`config.mk`:
```
export PLATFORM = sky130hd
export DESIGN_NAME = gaps_heur
export DESIGN_NICKNAME = d
export VERILOG_FILES = /design/src/rtl/core/assert_macros.svh /design/src/rtl/core/gaps_pkg.sv /design/src/rtl/core/gaps_heur.sv
export SDC_FILE = /design/constraint.sdc
export NUM_CORES = 1
export LEC_CHECK = 0
export ABC_AREA = 1
export BUFFER_PORTS_ARGS = -buffer_cell sky130_fd_sc_hd__buf_2
export CAP_MARGIN = 20
export CORE_ASPECT_RATIO = 1.25
export CORE_UTILIZATION = 62
export CTS_CLUSTER_DIAMETER = 40
export DETAILED_ROUTE_END_ITERATION = 6
export PLACE_DENSITY = 0.8
export SYNTH_ARGS = -nofsm -noshare
export SYNTH_HDL_FRONTEND = slang
export SYNTH_SLANG_ARGS = --single-unit
```
`constraint.sdc`:
```
create_clock -name aclk -period 16.2 [get_ports aclk]
set_input_delay 0.81 -clock aclk [delete_from_list [all_inputs] [get_ports aclk]]
set_output_delay 0.81 -clock aclk [all_outputs]
set_load 0.01 [all_outputs]
```
`src/rtl/core/assert_macros.svh`:
```
// ----------------------------------------------------------------------------
// Assertion macros
// Shared concurrent assertion forms for the path search core. All of them are
// clocked on aclk and are off while aresetn is low.
// ----------------------------------------------------------------------------
`ifndef ASSERT_MACROS_SVH
`define ASSERT_MACROS_SVH

`ifndef ASSERT_OFF
// Consequent must hold in the same cycle as the antecedent.
`define GAPS_ASSERT_SAME(lbl, ante, cons, msg) \
    lbl: assert property (@(posedge aclk) disable iff (!aresetn) (ante) |-> (cons)) \
        else $error(msg);
// Consequent must hold in the cycle after the antecedent.
`define GAPS_ASSERT_NEXT(lbl, ante, cons, msg) \
    lbl: assert property (@(posedge aclk) disable iff (!aresetn) (ante) |=> (cons)) \
        else $error(msg);
`else
`define GAPS_ASSERT_SAME(lbl, ante, cons, msg)
`define GAPS_ASSERT_NEXT(lbl, ante, cons, msg)
`endif

`endif

```
`src/rtl/core/gaps_pkg.sv`:
```
// ----------------------------------------------------------------------------
// Grid path search package
// Widths, codes, cost constants and the per-cell node record shared by the
// path search core and its heuristic unit.
// ----------------------------------------------------------------------------
package gaps_pkg;

    localparam int COORD_W = 5;
    localparam int ADDR_W  = 2 * COORD_W;
    localparam int CELLS   = 1 << ADDR_W;
    localparam int COST_W  = 20;
    localparam int H_W     = 14;
    localparam int F_W     = COST_W + 1;
    localparam int LEN_W   = ADDR_W + 1;
    localparam int IDX_W   = 10;

    localparam int GRID_ROWS_DEF = 32;
    localparam int GRID_COLS_DEF = 32;

    localparam logic [COST_W-1:0] COST_MAX      = 20'hFFFFF;
    localparam logic [COST_W-1:0] STEP_STRAIGHT = 20'd256;
    localparam logic [COST_W-1:0] STEP_DIAG     = 20'd362;
    localparam logic [F_W-1:0]    F_NONE        = '1;

    localparam logic [COORD_W-1:0] START_ROW_RST = 5'd1;
    localparam logic [COORD_W-1:0] START_COL_RST = 5'd1;
    localparam logic [COORD_W-1:0] GOAL_ROW_RST  = 5'd28;
    localparam logic [COORD_W-1:0] GOAL_COL_RST  = 5'd23;

    typedef enum logic [1:0] {
        CMD_LOAD   = 2'd0,
        CMD_SEARCH = 2'd1,
        CMD_READ   = 2'd2
    } cmd_t;

    typedef enum logic [1:0] {
        REG_START_ROW = 2'd0,
        REG_START_COL = 2'd1,
        REG_GOAL_ROW  = 2'd2,
        REG_GOAL_COL  = 2'd3
    } reg_idx_t;

    typedef struct packed {
        logic              is_open;
        logic              is_closed;
        logic [COST_W-1:0] g;
        logic [H_W-1:0]    h;
        logic [ADDR_W-1:0] parent;
    } node_t;

endpackage

```
`src/rtl/core/gaps_heur.sv`:
```
// ----------------------------------------------------------------------------
// Heuristic unit
// Rounded Q8 Euclidean distance from a cell to the goal, computed with a
// digit-by-digit integer square root, two radicand bits per cycle.
// ----------------------------------------------------------------------------
module gaps_heur (
    input  logic                          aclk,
    input  logic                          aresetn,
    input  logic                          start,
    input  logic [gaps_pkg::COORD_W-1:0]  row,
    input  logic [gaps_pkg::COORD_W-1:0]  col,
    input  logic [gaps_pkg::COORD_W-1:0]  goal_row,
    input  logic [gaps_pkg::COORD_W-1:0]  goal_col,
    output logic                          busy,
    output logic [gaps_pkg::H_W-1:0]      h_value
);

    localparam int RAD_W = 28;
    localparam int ITERS = 14;

    logic                 busy_reg, busy_next;
    logic                 fin_reg, fin_next;
    logic [3:0]           iter_reg, iter_next;
    logic [RAD_W-1:0]     rem_reg, rem_next;
    logic [RAD_W-1:0]     root_reg, root_next;
    logic [RAD_W-1:0]     bit_reg, bit_next;
    logic [gaps_pkg::H_W-1:0] h_reg, h_next;

    logic [5:0]  dr, dc;
    logic [4:0]  adr, adc;
    logic [10:0] d2;
    logic [RAD_W-1:0] trial;

    always_comb begin
        dr  = {1'b0, row} - {1'b0, goal_row};
        dc  = {1'b0, col} - {1'b0, goal_col};
        adr = dr[5] ? 5'(-dr) : dr[4:0];
        adc = dc[5] ? 5'(-dc) : dc[4:0];
        d2  = (11'(adr) * 11'(adr)) + (11'(adc) * 11'(adc));
        trial = root_reg + bit_reg;

        busy_next = busy_reg;
        fin_next  = fin_reg;
        iter_next = iter_reg;
        rem_next  = rem_reg;
        root_next = root_reg;
        bit_next  = bit_reg;
        h_next    = h_reg;

        if (start) begin
            busy_next = 1'b1;
            fin_next  = 1'b0;
            iter_next = '0;
            rem_next  = RAD_W'({d2, 16'h0000});
            root_next = '0;
            bit_next  = RAD_W'(1) << (2 * (ITERS - 1));
        end else if (busy_reg && fin_reg) begin
            // Round to nearest: bump when the remainder exceeds the root.
            h_next    = gaps_pkg::H_W'(root_reg) + gaps_pkg::H_W'(rem_reg > root_reg);
            busy_next = 1'b0;
            fin_next  = 1'b0;
        end else if (busy_reg) begin
            if (rem_reg >= trial) begin
                rem_next  = rem_reg - trial;
                root_next = (root_reg >> 1) + bit_reg;
            end else begin
                root_next = root_reg >> 1;
            end
            bit_next  = bit_reg >> 2;
            iter_next = iter_reg + 4'd1;
            if (iter_reg == 4'(ITERS - 1)) begin
                fin_next = 1'b1;
            end
        end
    end

    always_ff @(posedge aclk) begin
        if (!aresetn) begin
            busy_reg <= 1'b0;
            fin_reg  <= 1'b0;
        end else begin
            busy_reg <= busy_next;
            fin_reg  <= fin_next;
        end
        iter_reg <= iter_next;
        rem_reg  <= rem_next;
        root_reg <= root_next;
        bit_reg  <= bit_next;
        h_reg    <= h_next;
    end

    assign busy    = busy_reg;
    assign h_value = h_reg;

endmodule

```
# After elaboration in Yosys (flattened, before gate mapping)
# Index checks and enable logic that the tools add are counted.
dict set report totals {
  ff_bits 90
  elab_cells 46
}
dict set report op_classes {
  add_sub_neg 10
  mul 2
  n_lt_le_gt_ge 2
  n_eq_ne 2
  muxes 9
  bitwise 3
  reduce_logical 10
}
# cell n
set ops {}
lappend ops {{$mux 27} 4}
lappend ops {{$add 27x27->28} 1}
lappend ops {{$add 28x27->28} 1}
lappend ops {{$ge 28x28->1} 1}
lappend ops {{$gt 28x28->1} 1}
lappend ops {{$mux 28} 1}
lappend ops {{$sub 28x28->28} 1}
lappend ops {{$mul 5x5->10} 2}
lappend ops {{$add 14x1->14} 1}
lappend ops {{$sub 5x5->6} 2}
lappend ops {{$add 10x10->11} 1}
lappend ops {{$mux 5} 2}
lappend ops {{$neg 5->5} 2}
lappend ops {{$reduce_and 2->1} 3}
lappend ops {{$reduce_and 3->1} 2}
lappend ops {{$reduce_bool 2->1} 3}
lappend ops {{$add 4x1->4 const B} 1}
lappend ops {{$eq 4x4->1 const B} 1}
lappend ops {{$not 1->1} 3}
lappend ops {{$reduce_or 3->1} 1}
lappend ops {{$mux 1} 2}
lappend ops {{$ne 2x2->1 const B} 1}
lappend ops {{$logic_and 1x1->1} 1}

# Longest topological paths before layout
# Gate-level depths: netlist of run 1.
dict set report depth {
  depth_word 6
  ltp_mapped 29
  ltp_nobuf 29
}

# Worst setup path after synthesis of run 1
# OpenSTA, ideal clock, no wires.
dict set report synth_timing {
  path_kind {input to register}
  startpoint {input port col[0] (netlist bit)}
  endpoint {register rem_reg[21], data pin}
  setup_time_ps 259
  arrival_time_ps 5940
  required_ps 15941
  path_slack_ps 10002
  cell_stages 23
  n_path_buf 0
  path_cell_list {inv_1 ha_1 fa_1 inv_1 nor3_1 nor2_1 xnor2_1 nand2_1 inv_1 fa_1 fa_1 inv_1 fa_1 inv_1 fa_1 fa_1 ha_1 nand2_1 nand2_1 a31o_2 o21ai_0 a21oi_1 o21bai_1}
}
dict set report synth_via {
  elab_chain_cells 6
}
# item line_no
set synth_rtl {}
lappend synth_rtl {{start, declared} gaps_heur.sv:11} ;# input logic [gaps_pkg::COORD_W-1:0] col,
lappend synth_rtl {{$sub 5x5->6 (*)} gaps_heur.sv:36} ;# dc = {1'b0, col} - {1'b0, goal_col};
lappend synth_rtl {{$neg 5->5} gaps_heur.sv:38} ;# adc = dc[5] ? 5'(-dc) : dc[4:0];
lappend synth_rtl {{$mux 5 (*)} gaps_heur.sv:38}
lappend synth_rtl {{$mul 5x5->10 (*)} gaps_heur.sv:39} ;# d2 = (11'(adr) * 11'(adr)) + (11'(adc) * 11'(adc));
lappend synth_rtl {{$add 10x10->11 (*)} gaps_heur.sv:39}
lappend synth_rtl {{$mux 27 (*)} gaps_heur.sv:50} ;# if (start) begin
lappend synth_rtl {{named net rem_next[21]} gaps_heur.sv:24} ;# logic [RAD_W-1:0] rem_reg, rem_next;
lappend synth_rtl {{end signal, assigned} gaps_heur.sv:86} ;# rem_reg <= rem_next;
lappend synth_rtl {{end, declared} gaps_heur.sv:24}
# Mark *: on every way through the listed nets, which the timed path passes. The rest lies on a longest branch.
# A chain may end at the register's enable or synchronous reset.

# Worst setup path after layout of run 1
dict set report layout_timing {
  startpoint {input port col[0] (netlist bit)}
  endpoint {register rem_reg[24], data pin}
}
# Same word-level chain as after synthesis.

==> results of run 1 <==
## cells in the final DEF, fill, tap and decap left out, types with 3 or more instances in the layout
cell / count
nand4_1: 54
a31oi_1: 4
and2_1: 4
nand2_1: 465
a21oi_1: 85
ha_1: 129
nand3_1: 132
buf_2: 37
inv_2: 4
a21oi_2: 3
a21o_1: 4
inv_1: 264
o211ai_1: 4
nand3b_1: 7
o22ai_1: 15
o21ai_0: 59
o21bai_1: 10
nor3_1: 15
edfxtp_1: 25
clkbuf_16: 9
o21ai_1: 18
buf_4: 6
nor4_1: 4
nor2_2: 4
dfxtp_1: 65
nor2_1: 123
xor2_1: 36
xnor2_1: 30
o2111ai_1: 4
fa_1: 24
## logic make-up (layout without fill, tap and decap cells)
family	count (synthesis)	in the layout	share of synthesized area, %
and+or+nand+nor	819	819	33.1
buffers and inverters	305	327	11.3
AOI/OAI and AO/OA	212	212	11.1
adders and majority gates	153	153	19.7
DFF	90	90	19.3
xor gates and xnor gates	66	66	5.45
## worst min-delay path by stage
stage,slack [ns],start,endpoint
after floorplan,0.45,fin_reg$_SDFFE_PP0P_,fin_reg$_SDFFE_PP0P_
after global placement,0.46,fin_reg$_SDFFE_PP0P_,fin_reg$_SDFFE_PP0P_
after detailed placement,0.47,fin_reg$_SDFFE_PP0P_,fin_reg$_SDFFE_PP0P_
after CTS,0.48,fin_reg$_SDFFE_PP0P_,fin_reg$_SDFFE_PP0P_
after global routing,0.51,fin_reg$_SDFFE_PP0P_,fin_reg$_SDFFE_PP0P_
final,0.48,fin_reg$_SDFFE_PP0P_,fin_reg$_SDFFE_PP0P_
## stage by stage
step                      hold slack, ns  cells  instance area [um^2]
after global routing               0.510   1887                 11200
after global placement             0.460   1870                 10900
final                              0.482   1887                 11200
after CTS                          0.482   1886                 11200
after detailed placement           0.473   1870                 10900
after floorplan                    0.446   1645                 10600
## where the power goes
part / internal, W / switching, W / leakage (nW)
combinational: 0.000692 / 0.00124 / 4.72
sequential: 0.000306 / 0.0000821 / 0.772
clock: 0.000110 / 0.000111 / 0.150
## layout make-up
type	count	area, um^2
fill	1585	5550
tap	220	275
inverter	268	1010
timing repair buffer	43	230
sequential	90	2050
multi-input combinational	1250	7360
clock inverter	7	81.3
clock buffer	9	225
## routing by layer
metal	GRT usage (%)	routed length (um)
met5	0	0
met3	3.45	1730
met4	18.0	1490
met2	63.3	14900
met1	41.8	12500
## worst max-delay path, cell delays in order
cell	delay (ns)
buf_2	0.07
inv_1	0.03
ha_1	0.21
fa_1	0.51
inv_1	0.06
nor3_1	0.20
nor2_1	0.09
xnor2_1	0.39
nand2_1	0.17
inv_1	0.10
fa_1	0.45
fa_1	0.56
inv_1	0.06
fa_1	0.52
inv_1	0.05
fa_1	0.56
fa_1	0.44
ha_1	0.38
nand3_1	0.11
nand3_1	0.12
nand2_1	0.11
nand2_1	0.05
a21oi_1	0.15
xor2_1	0.09
nand2_1	0.06
nand2_1	0.06
==> results.yml, run 1 <==
cts:
  clockBufferDepth: 2
  cts_tree: "built"
  cts_sinks: 90
  cts_buffers: 9
  htreeDepth: 3
  clk_latency_ns: 0.36
  post_cts_resized: 0
  clk_pin_slew_worst_paths_ns: 0.07
  clock-root-buffer: "clkbuf_16"
  post-cts-setup-buffers: 0
  holdBufCountCts: 0
final_layout:
  nets: 1838
  area_growth_pct: 5.80
  drive_gt1_share_pct: 4.74
  finalCoreUtilization_pct: 66.9
  antenna_cells: 0
pwr:
  ir_drop_mv: 0.368
  power_density_nw_per_um2: 226
  leakagePower_nw: 5.64
  total_power_w: 0.00254
sta:
  fmax_mhz: 158
  period_minus_slack_ns: 6.33
  fin_tns_setup_ns: 0
  worst_slew_pin_slew_ns: 0.735
  finalWorstSetupSlack_ns: 9.87
  final_min_period_over_clock_period_pct: 39.1
  final-hold-violation-count: 0
  skew_ns: 0.0162
  maxSlewViolCount: 0
  max-slew-margin-rel_pct: 50.5
  rsz0062_at_grt: "false"
  setup_violations: 0
drt:
  via_per_inst: 5.74
  firstDrtPassIters: 5
  via_count: 10840
  drt-initial-drc-count: 795
  wirelength_um: 30600
  route.detailed.wl_per_inst_um: 16.2
  drc: 0
  final_antenna_net_count: 0
synthesis:
  synth.largest_area_cell: "nand2_1"
  synth_seq_cells: 90
  ys_seq_area_share_pct: 19.3
  synth.avg_cell_area_um2: 6.45
  netlist_area_um2: 10600
  synth.area.top_cells: "nand2_1 (16%), ha_1 (15%), dfxtp_1 (12%), inv_1 (9.3%), edfxtp_1 (7.1%)"
  ys_top_cells_by_count: "nand2_1 (465), inv_1 (264), nand3_1 (132), ha_1 (129), nor2_1 (123)"
  synth_top_cell_area_share_pct: 16.4
  yosysWarnings: 0
  synthFlopType: "dfxtp_1"
  yosysUniqueCellTypes: 44
  yosysMostFrequentCell: "nand2_1"
  syn_inst: 1645
  synth_edf_count: 25
  synthArstFlopShare_pct: 0
  syn-num-nets: 1821
floorplanning:
  die_x_um: 119
  die_h_um: 148
  core_area_um2: 16800
  die_area_um2: 17600
  ios: 38
  num_rows: 53
  start_util_pct: 63.2
critical_path:
  critical_path_class: "in2reg"
  timing.critical_path.from: "col[0]"
  r2r_start: "root_reg[2]$_SDFFE_PP0P_"
  crit_path_end_kind: "flip-flop"
  crit_fanout: 6
  reg2reg_setup_slack_ns: 11.10
  reg2reg_depth: 23
  startpoint_type: "input pin"
  worstPathRequired_ns: 16.31
  crit_end: "rem_reg[24]$_DFFE_PP_"
  r2r-end: "rem_reg[26]$_DFFE_PP_"
  critPathArrivalTime_ns: 6.43
hold_path:
  hold_path.class: "reg2reg"
  hold_depth: 2
global_routing:
  grt_pass1_vias: 10577
  grt_remaining_overflow: 0
  grt_max_degree: 34
  antenna_found_initial: 0
  gr-usage-all-layers_pct: 35.3
  grt_pass1_wl_um: 49900
placed_design:
  port-buffer-count: 37
  hpwl_um: 24600
  post-place-ws_ns: 9.53
  gp_congestion: 0.985
outcome:
  outcome: "completed"
job:
  cap_violations: 0
No activity file was read; power rests on OpenSTA's default activity.
==> run 2: changes to the inputs <==
--- a/config.mk
+++ b/config.mk
@@ -9,10 +9,10 @@
 export BUFFER_PORTS_ARGS = -buffer_cell sky130_fd_sc_hd__buf_2
 export CAP_MARGIN = 20
 export CORE_ASPECT_RATIO = 1.25
-export CORE_UTILIZATION = 62
+export CORE_UTILIZATION = 58
 export CTS_CLUSTER_DIAMETER = 40
 export DETAILED_ROUTE_END_ITERATION = 6
-export PLACE_DENSITY = 0.8
+export PLACE_DENSITY = 0.78
 export SYNTH_ARGS = -nofsm -noshare
 export SYNTH_HDL_FRONTEND = slang
 export SYNTH_SLANG_ARGS = --single-unit
==> constraint.sdc (replaced) <==
create_clock -name aclk -period 5.8 [get_ports aclk]
set_input_delay 0.29 -clock aclk [delete_from_list [all_inputs] [get_ports aclk]]
set_output_delay 0.29 -clock aclk [all_outputs]
set_load 0.01 [all_outputs]
==> run 2 against run 1 <==
Compared with the run above:
- clock power grew to 2.8 times the previous value
- clock skew grew 0.00052 ns
- flip-flop and latch count is the same
- register-to-register slack lost 9.8 ns
- non-clock buffer count grew 20
- critical path depth grew 1
- sequential power grew to 2.7 times the previous value
- die area grew 6.8%
- combinational power grew to 2.9 times the previous value
- utilization shrank 2.5 points
==> results.yml, run 2 (synthesis gave the netlist of run 1 again) <==
outcome:
  outcome: "completed"
floorplanning:
  start_util_pct: 59.9
  die_area_um2: 18800
  die_x_um: 123
  num_rows: 54
  core_area_um2: 17700
  ios: 38
  die_h_um: 153
drt:
  via_count: 10920
  drc: 0
  firstDrtPassIters: 5
  wirelength_um: 30500
  via_per_inst: 5.71
  drt-initial-drc-count: 862
  route.detailed.wl_per_inst_um: 16.0
  final_antenna_net_count: 0
global_routing:
  grt_max_degree: 32
  antenna_found_initial: 0
  gr-usage-all-layers_pct: 33.0
  grt_pass1_wl_um: 48900
  grt_pass1_vias: 10415
  grt_remaining_overflow: 0
final_layout:
  nets: 1858
  most-common-layout-cells: "nand2_1 (465), inv_1 (264), nand3_1 (132)"
  post-route-cell-area_um2: 11400
  stdcell_count: 1911
  area_growth_pct: 7.45
  num-fill-cells: 1693
  antenna_cells: 0
  drive_gt1_share_pct: 6.16
  layout.cells.most_common: "nand2_1"
critical_path:
  crit_path_end_kind: "flip-flop"
  reg2reg_depth: 19
  r2r_start: "root_reg[2]$_SDFFE_PP0P_"
  r2r-end: "rem_reg[20]$_DFFE_PP_"
  crit_fanout: 5
  startpoint_type: "input pin"
  reg2reg_setup_slack_ns: 1.27
  critical_path_class: "in2reg"
  critPathArrivalTime_ns: 5.60
  worstPathRequired_ns: 5.91
placed_design:
  post-place-ws_ns: -0.166
  dpl-instance-area_um2: 11100
  gp_congestion: 0.969
  hpwl_um: 24700
  dp.cells: 1894
  port-buffer-count: 37
hold_path:
  hold_end: "busy$_SDFFE_PN0P_"
  hold_path.class: "in2reg"
  hold_depth: 3
  hold_path_startpoint: "aresetn"
cts:
  cts_sinks: 90
  clock-root-buffer: "clkbuf_16"
  cts_tree: "built"
  cts_buffers: 9
  holdBufCountCts: 0
  clk_latency_ns: 0.37
  htreeDepth: 3
  clk_pin_slew_worst_paths_ns: 0.08
  clockBufferDepth: 2
sta:
  final_min_period_over_clock_period_pct: 94.6
  final-hold-violation-count: 0
  fin_tns_setup_ns: 0
  worst_slew_pin_slew_ns: 0.626
  max-slew-margin-rel_pct: 58.2
  finalWorstSetupSlack_ns: 0.313
  maxSlewViolCount: 0
  setup_violations: 0
  skew_ns: 0.0167
  rsz0062_at_grt: "false"
  fmax_mhz: 182
  period_minus_slack_ns: 5.49
pwr:
  leakagePower_nw: 5.74
  power_density_nw_per_um2: 631
  ir_drop_mv: 0.800
job:
  cap_violations: 0
[run 2: cell types whose count changed in the layout (fill, tap and decap cells not counted), moves of 2 or more]
cell / change
ha_1: -2
o21ai_1: +2
buf_4: +20
nor2_2: +2
nor2_1: -2
o21ai_0: -2
[run 2: worst max-delay path by stage]
stage	from	to	slack [ns]
2_1_floorplan	col[0]	rem_reg[21]$_DFFE_PP_	0.12
3_3_place_gp	col[0]	rem_reg[21]$_DFFE_PP_	0.06
3_5_place_dp	col[0]	rem_reg[25]$_DFFE_PP_	-0.17
4_1_cts	col[0]	rem_reg[25]$_DFFE_PP_	0.19
5_1_grt	row[0]	rem_reg[25]$_DFFE_PP_	0.01
6_report	col[0]	rem_reg[25]$_DFFE_PP_	0.31
[run 2: timing repair]
action	in CTS	in global routing
setup buffers	0	1
gates resized for setup	0	7
setup endpoints to repair	0	5
[run 2: where the power goes]
group          internal, W  switching [W]  total (W)
clock             0.000307       0.000308   0.000615
sequential        0.000856       0.000208    0.00106
combinational      0.00205        0.00347    0.00552
[run 2: worst max-delay path, cell delays in order]
cell,delay (ns)
buf_2,0.07
inv_1,0.03
ha_1,0.21
fa_1,0.38
or2_2,0.28
nand2_1,0.10
inv_1,0.07
nand3_1,0.10
a21o_1,0.12
nand2_1,0.06
nand2_1,0.11
inv_1,0.07
fa_1,0.49
fa_1,0.54
inv_1,0.05
fa_1,0.53
inv_1,0.06
fa_1,0.54
fa_1,0.46
ha_4,0.28
nand2_1,0.06
nand2_1,0.06
a31o_2,0.23
nand4_1,0.07
nand2_1,0.07
o21ai_1,0.15
nand2_1,0.10
[run 2: area by class of cell]
type,instances,area (um^2),area share (%)
Tap cell,224,280,2.46
Clock inverter,7,76.3,0.669
Clock buffer,9,225,1.98
Inverter,268,1010,8.82
Sequential cell,90,2050,18.0
Multi-Input combinational cell,1250,7380,64.7
Timing Repair Buffer,63,380,3.34
[run 2: per-layer routing]
layer | GRT usage (%) | wire length, um | vias to the layer above
met2 | 57.4 | 15100 | 412
met1 | 39.7 | 12400 | 5002
met5 | 0 | 0 | -
met3 | 4.14 | 1900 | 77
met4 | 15.2 | 1150 | 0
li1 | - | - | 5429
[run 2: metrics by stage]
step | hold slack (ns) | power (W) | util (%)
2_1_floorplan | 0.402 | 0.00515 | -
3_3_place_gp | 0.462 | 0.00630 | 62.5
3_5_place_dp | 0.466 | 0.00642 | 62.5
4_1_cts | 0.141 | 0.00707 | 64.2
5_1_grt | 0.166 | 0.00794 | 64.4
6_report | 0.144 | 0.00720 | 64.4
